## src/hw/rtl/btmx_pkg.sv

```systemverilog
// Types, constants and codes shared by the binary trie max-xor unit.
package btmx_pkg;

  localparam int unsigned KEY_BITS    = 32;
  localparam int unsigned MAX_ENTRIES = 128;
  localparam int unsigned POOL_NODES  = 1 + MAX_ENTRIES * KEY_BITS;
  localparam int unsigned NODE_W      = $clog2(POOL_NODES);
  localparam int unsigned LEVEL_W     = $clog2(KEY_BITS);
  localparam int unsigned COUNT_W     = $clog2(MAX_ENTRIES + 1);

  localparam int unsigned KEY_W    = 32;
  localparam int unsigned CMD_W    = 2;
  localparam int unsigned STATUS_W = 2;
  localparam int unsigned HELD_W   = 8;

  localparam logic [CMD_W-1:0] CMD_INSERT = 2'd0;
  localparam logic [CMD_W-1:0] CMD_QUERY  = 2'd1;
  localparam logic [CMD_W-1:0] CMD_CLEAR  = 2'd2;

  localparam logic [STATUS_W-1:0] ST_DONE  = 2'd0;
  localparam logic [STATUS_W-1:0] ST_EMPTY = 2'd1;
  localparam logic [STATUS_W-1:0] ST_FULL  = 2'd2;

  typedef logic [NODE_W-1:0] node_t;
  typedef logic [1:0][NODE_W-1:0] links_t;

  typedef struct packed {
    logic [CMD_W-1:0] command;
    logic [KEY_W-1:0] key;
  } in_item_t;

  typedef struct packed {
    logic [KEY_W-1:0]    max_xor;
    logic [STATUS_W-1:0] status;
    logic [HELD_W-1:0]   entries_held;
  } out_item_t;

  typedef struct packed {
    logic load;
    logic walk;
    logic alloc;
    logic commit;
  } ctl_t;

  typedef struct packed {
    logic walk_ok;
    logic missing;
    logic last_level;
    logic leaf;
  } sts_t;

  typedef enum logic [3:0] {
    S_IDLE  = 4'b0001,
    S_WALK  = 4'b0010,
    S_ALLOC = 4'b0100,
    S_DONE  = 4'b1000
  } state_e;

endpackage

```

## src/hw/rtl/btmx_ctrl.sv

```systemverilog
// Sequencer for the trie walk: accept, walk levels, allocate nodes, deliver result.
module btmx_ctrl (
  input  logic             clk_i,
  input  logic             rst_ni,
  input  logic             in_valid_i,
  output logic             in_stall_o,
  output logic             out_valid_o,
  input  logic             out_stall_i,
  input  btmx_pkg::sts_t   sts_i,
  output btmx_pkg::ctl_t   ctl_o
);

  btmx_pkg::state_e state_q, state_d;
  logic out_valid_q, out_valid_d;

  always_comb begin
    state_d = state_q;
    ctl_o   = '0;
    unique case (state_q)
      btmx_pkg::S_IDLE: begin
        if (in_valid_i) begin
          ctl_o.load = 1'b1;
          state_d    = btmx_pkg::S_WALK;
        end
      end
      btmx_pkg::S_WALK: begin
        if (!sts_i.walk_ok) begin
          state_d = btmx_pkg::S_DONE;
        end else begin
          ctl_o.walk = 1'b1;
          if (sts_i.missing) begin
            state_d = btmx_pkg::S_ALLOC;
          end else if (sts_i.last_level) begin
            state_d = btmx_pkg::S_DONE;
          end
        end
      end
      btmx_pkg::S_ALLOC: begin
        ctl_o.alloc = 1'b1;
        if (sts_i.leaf) begin
          state_d = btmx_pkg::S_DONE;
        end
      end
      btmx_pkg::S_DONE: begin
        if (!out_valid_q || !out_stall_i) begin
          ctl_o.commit = 1'b1;
          state_d      = btmx_pkg::S_IDLE;
        end
      end
      default: state_d = btmx_pkg::S_IDLE;
    endcase
  end

  always_comb begin
    out_valid_d = out_valid_q;
    if (ctl_o.commit) begin
      out_valid_d = 1'b1;
    end else if (!out_stall_i) begin
      out_valid_d = 1'b0;
    end
  end

  always_ff @(posedge clk_i or negedge rst_ni) begin
    if (!rst_ni) begin
      state_q     <= btmx_pkg::S_IDLE;
      out_valid_q <= 1'b0;
    end else begin
      state_q     <= state_d;
      out_valid_q <= out_valid_d;
    end
  end

  assign in_stall_o  = (state_q != btmx_pkg::S_IDLE);
  assign out_valid_o = out_valid_q;

  a_valid_from_done: assert property (@(posedge clk_i) disable iff (!rst_ni)
    $rose(out_valid_q) |-> $past(state_q == btmx_pkg::S_DONE))
    else $error("result valid raised outside commit");

  a_alloc_entry: assert property (@(posedge clk_i) disable iff (!rst_ni)
    (state_q == btmx_pkg::S_ALLOC) |->
      $past(state_q == btmx_pkg::S_WALK || state_q == btmx_pkg::S_ALLOC))
    else $error("allocation entered without a walk");

  a_commit_free: assert property (@(posedge clk_i) disable iff (!rst_ni)
    ctl_o.commit |-> (!out_valid_q || !out_stall_i))
    else $error("commit overwrote a stalled result");

endmodule

```

## config.mk

```make
export PLATFORM = sky130hd
export DESIGN_NAME = btmx_ctrl
export DESIGN_NICKNAME = d
export VERILOG_FILES = /design/src/hw/rtl/btmx_pkg.sv /design/src/hw/rtl/btmx_ctrl.sv
export SDC_FILE = /design/constraint.sdc
export NUM_CORES = 1
export LEC_CHECK = 0
export BUFFER_PORTS_ARGS = -buffer_cell sky130_fd_sc_hd__buf_2
export CAP_MARGIN = 40
export CORE_AREA = 2 2 39 41
export DETAILED_ROUTE_END_ITERATION = 10
export DIE_AREA = 0 0 41 43
export PLACE_DENSITY = 0.52
export SYNTH_ARGS = -nofsm -noshare
export SYNTH_HDL_FRONTEND = slang
export SYNTH_SLANG_ARGS = --single-unit
```

## constraint.sdc

```tcl
create_clock -name clk_i -period 3.6 [get_ports clk_i]
set_input_delay 0.18 -clock clk_i [delete_from_list [all_inputs] [get_ports clk_i]]
set_output_delay 0.18 -clock clk_i [all_outputs]
set_load 0.02 [all_outputs]
```

Word-level counts from Yosys, hierarchy flattened
Index checks and enable logic that the tools add are counted.

cells by class
  muxes and demuxes = 16
  eq/ne operators = 10
  reduce and logical (&&, ||, !) cells = 4

operators by type and width
  cell                  count
  $mux W4               6
  $pmux W4 S4           1
  $mux W1               9
  $ne A2 B2 Y1 const B  3
  $eq A4 B1 Y1 const B  1
  $eq A4 B2 Y1 const B  1
  $eq A4 B3 Y1 const B  1
  $eq A4 B4 Y1 const B  1
  $ne A4 B1 Y1 const B  1
  $ne A4 B4 Y1 const B  1
  $reduce_and A4 Y1     1
  $logic_not A1 Y1      2
  $ne A2 B1 Y1 const B  1
  $logic_or A1 B1 Y1    1

storage, ports and cells
  register bits after elaboration = 5
  output and inout port bits = 6
  input bits = 8

Longest topological paths before layout
  depth after elaboration = 5
  gate-level depth with buffers = 3

Worst setup path before layout
OpenSTA, ideal clock, no wires.

  kind = reg2reg
  start = reg state_q[3]
  end = reg state_q[2]
  setup time = 0.067 ns
  data arrival time = 1.419 ns
  stages on the path, launching flop included = 4
  setup slack = 2.115 ns
  required time = 3.533 ns
  path through = dfrtp_1 and2b_1 nor3b_1 a22o_1

between the ends
  longest elaborated chain between the ends = 3
  elaborated cells on any way between the ends = 10
  classes of those cells = eq/ne: 8; mux: 1; reduce/logical: 1

ends and longest elaborated chain
  what                                                                  RTL line         RTL
  start: declaration                                                    btmx_ctrl.sv:13  btmx_pkg::state_e state_q, state_d;
  start signal: assignment                                              btmx_ctrl.sv:65  state_q <= btmx_pkg::S_IDLE;
  start signal: assignment                                              btmx_ctrl.sv:68  state_q <= state_d;
  $eq A4 B2 Y1 (tied with other cells)                                  btmx_ctrl.sv:19  unique case (state_q)
  $ne A4 B4 Y1 (no source line) / $ne A2 B2 Y1 (equally long branches)  --
  $reduce_and A4 Y1 (no source line)                                    --

Parallel ways exist; a longest one is shown, timed or not.
A chain may end at the register's enable or synchronous reset.

==> impl_metrics.ini <==
[power_and_ir_drop]
netSwitchingPower_uw = 96.2
p_seq_share_pct = 35.9
comb_power_share_pct = 39.4
power.internal_uw = 165
total_power_uw = 262
clkPwrFrac_pct = 24.7
power_density_mw_per_mm2 = 617
ir_drop_v = 0.000181
power.leakage_nw = 0.232
p_sw_share_pct = 36.8

[grt]
grt_overflow_total = 0
grt_pass1_vias = 258
grtUsageMet2_pct = 11.3
grt_pass1_wl_mm = 1.08
grt_antenna_before_repair = 0
gr-usage-all-layers_pct = 9.40
top_usage_layer = met1
grt.met1_usage_pct = 13.8
grt_use_met3_pct = 3.14
grt_max_degree = 9

[final_layout]
final_cell_mix = 13 x buf_2, 4 x dfrtp_1, 3 x nand2_1, 3 x a21oi_1, 3 x clkbuf_4
stdcell_area_um2 = 424
areaGrowthSynthToFinish_pct = 36.7
drive_gt1_share_pct = 46.9
nets = 58
instances_no_fill = 65
final_common_cell = buf_2
fillers = 152
antennaDiodeCount = 0

[place]
portBuffers = 13
place.gp.congestion = 0.727
dpl.hpwl_um = 568
dpl.cell_count = 60
dpl_cell_area_um2 = 388

[clocking]
cts-root-buf = clkbuf_4
cts_buffers = 3
path_clk_slew_ps = 50
cts_sinks = 5
ctsLongestPathBuffers = 2
cts_tree = done
cts-resized-gates = 0
ctsHtreeMaxLevel = 1
postCtsSetupRepairBufs = 0
clk_latency_ps = 240

[logic_synthesis]
syn_area_um2 = 310
synth_area_leaders = dfrtp_1 32%, dfstp_2 8.5%, a21oi_1 4.8%, or4b_4 4.4%, a311o_2 3.6%
ys_seq_area_share_pct = 40.7
yosysTopAreaCell = dfrtp_1
syn-num-nets = 40
synthDistinctLibCells = 23
syn_area_per_cell_um2 = 9.70
postSynthCellCount = 32
synth.ff_latch_count = 5
ys_warn_count = 0
yosysTopAreaCellShare_pct = 32.3

[die]
die_x_um = 41
rows = 14
core_area_mm2 = 0.00138
die-area_mm2 = 0.00176
initial_utilization_pct = 22.4
ios = 14
die_y_um = 43

[setup_path]
cp-start-kind = register
worstPathRequired_ps = 3420
worstSetupEndpointType = output port
worstSetupPathType = register to output port
worstReg2RegEnd = state_q[3]$_DFFE_PN0P_
reg2reg_setup_slack_ps = 2360
crit_chain = or4b_4, a21oi_1, buf_2
critPathMaxStageDelay_ps = 550
slowest_stage = or4b_4
ff2ff_path_depth = 2
critical_path.top_delay_family = simple AND/OR/NAND/NOR gates
crit_buf_inv = 1
worstPathMaxFanout = 8
worstPathArrival_ps = 1510
r2r-start = state_q[1]$_DFFE_PN0P_

[routing]
ant_nets = 0
wirelength_um = 686
vias_per_cell = 4.58
route.detailed.drc = 0
dr.pass1.iters = 2
post_drt_wl_per_cell_um = 10.6
drt-initial-drc-count = 6
vias = 298

[sta]
tns_ps = 0
slew_viol_final = 0
skew_ps = 5.00
fin_crit_ps = 1690
slew_headroom_pct = 78.2
finalSetupViolCount = 0
min_period_over_period_pct = 46.9
hold_viol_final = 0
rsz0062_at_grt = no
max_slew.worst_pin.slew_ps = 326
fmax_ghz = 0.592

[worst_hold_path]
hold_end = out_valid_o$_DFFE_PN0P_
hp-start = out_stall_i
hold_depth = 3
min-delay-path-class = primary input to register

[job]
maxCapViolations = 0

[run_status]
outcome = finished clean
-- cell usage after synthesis, drive strengths merged --
| cell type | instances |
|---|---|
| or4b | 1 |
| nand3 | 1 |
| nor2 | 2 |
| nand2 | 3 |
| o21a | 1 |
| o31ai | 1 |
| o22ai | 1 |
| a22o | 1 |
| inv | 2 |
| a21bo | 1 |
| and2b | 2 |
| dfrtp | 4 |
| and4b | 1 |
| and3b | 2 |
| a311o | 1 |
| dfstp | 1 |
| a21oi | 3 |
| nor3b | 1 |
| and2 | 1 |
| o21ai | 1 |
| buf | 1 |
-- flip-flops by register name, indices dropped and copies added (netlist names) --
name	cells
state_q	4
out_valid_o	1
-- kinds of logic after synthesis --
logic type	count (synthesis)	share of synthesized area [%]
AND/OR/NAND/NOR	14	31.5
buffers and inverters	3	4.84
flip-flops	5	40.7
AO/OA/AOI/OAI	10	23.0
-- layer usage --
layer  routed length, µm  share of wire (%)
met1                 331                 48
met2                 326                 48
met3                  28                4.1
met4                   0                  0
met5                   0                  0
-- repair_timing --
| action | CTS | global route |
|---|---|---|
| hold endpoints to repair | 5 | 0 |
| hold buffers | 1 | 0 |
| setup endpoints to repair | 0 | 0 |
-- final cells by class --
type                       instances  area [µm²]  share of cell area (%)
multi-input combinational         24         169                    39.8
timing repair buffer              14        75.1                    17.7
sequential                         5         126                    29.8
clock buffer                       4        26.3                    6.19
tap                               16        20.0                    4.72
inverter                           2        7.51                    1.77
-- worst max-delay path by stage --
stage / from / endpoint / slack [ps] / cells past startpoint
finish: state_q[1]$_DFFE_PN0P_ / ctl_o[0] / 1910 / 3
global route: state_q[1]$_DFFE_PN0P_ / ctl_o[0] / 1810 / 3
CTS: state_q[1]$_DFFE_PN0P_ / ctl_o[0] / 1890 / 3
detailed placement: state_q[1]$_DFFE_PN0P_ / ctl_o[0] / 2150 / 3
global placement: state_q[1]$_DFFE_PN0P_ / ctl_o[0] / 2170 / 3
floorplan: state_q[3]$_DFFE_PN0P_ / state_q[2]$_DFFE_PN0P_ / 2110 / 3
-- stage by stage --
stage	utilization (%)	hold slack (ps)	setup WS (ps)
finish	30.7	187	1910
global route	30.7	215	1810
CTS	30.7	185	1890
detailed placement	28.0	-1.30	2150
global placement	28.0	-5.18	2170
floorplan	-	-116	2110
-- power groups by stage --
stage          Clock (mW)  Combinational [mW]  Sequential [mW]
3_3_place_gp            0               0.105           0.0940
6_report           0.0645               0.103           0.0940
3_5_place_dp            0               0.103           0.0946
2_1_floorplan           0              0.0737           0.0909
5_1_grt            0.0708               0.112           0.0970
4_1_cts            0.0658               0.105           0.0937
-- worst register-to-register path, delay by kind of cell, from the launching register on --
kind	cells	cell delay [ps]
flip-flops	1	430
AO/OA/AOI/OAI	1	180
AND/OR/NAND/NOR	1	550
No activity file was read; power rests on OpenSTA's default activity.
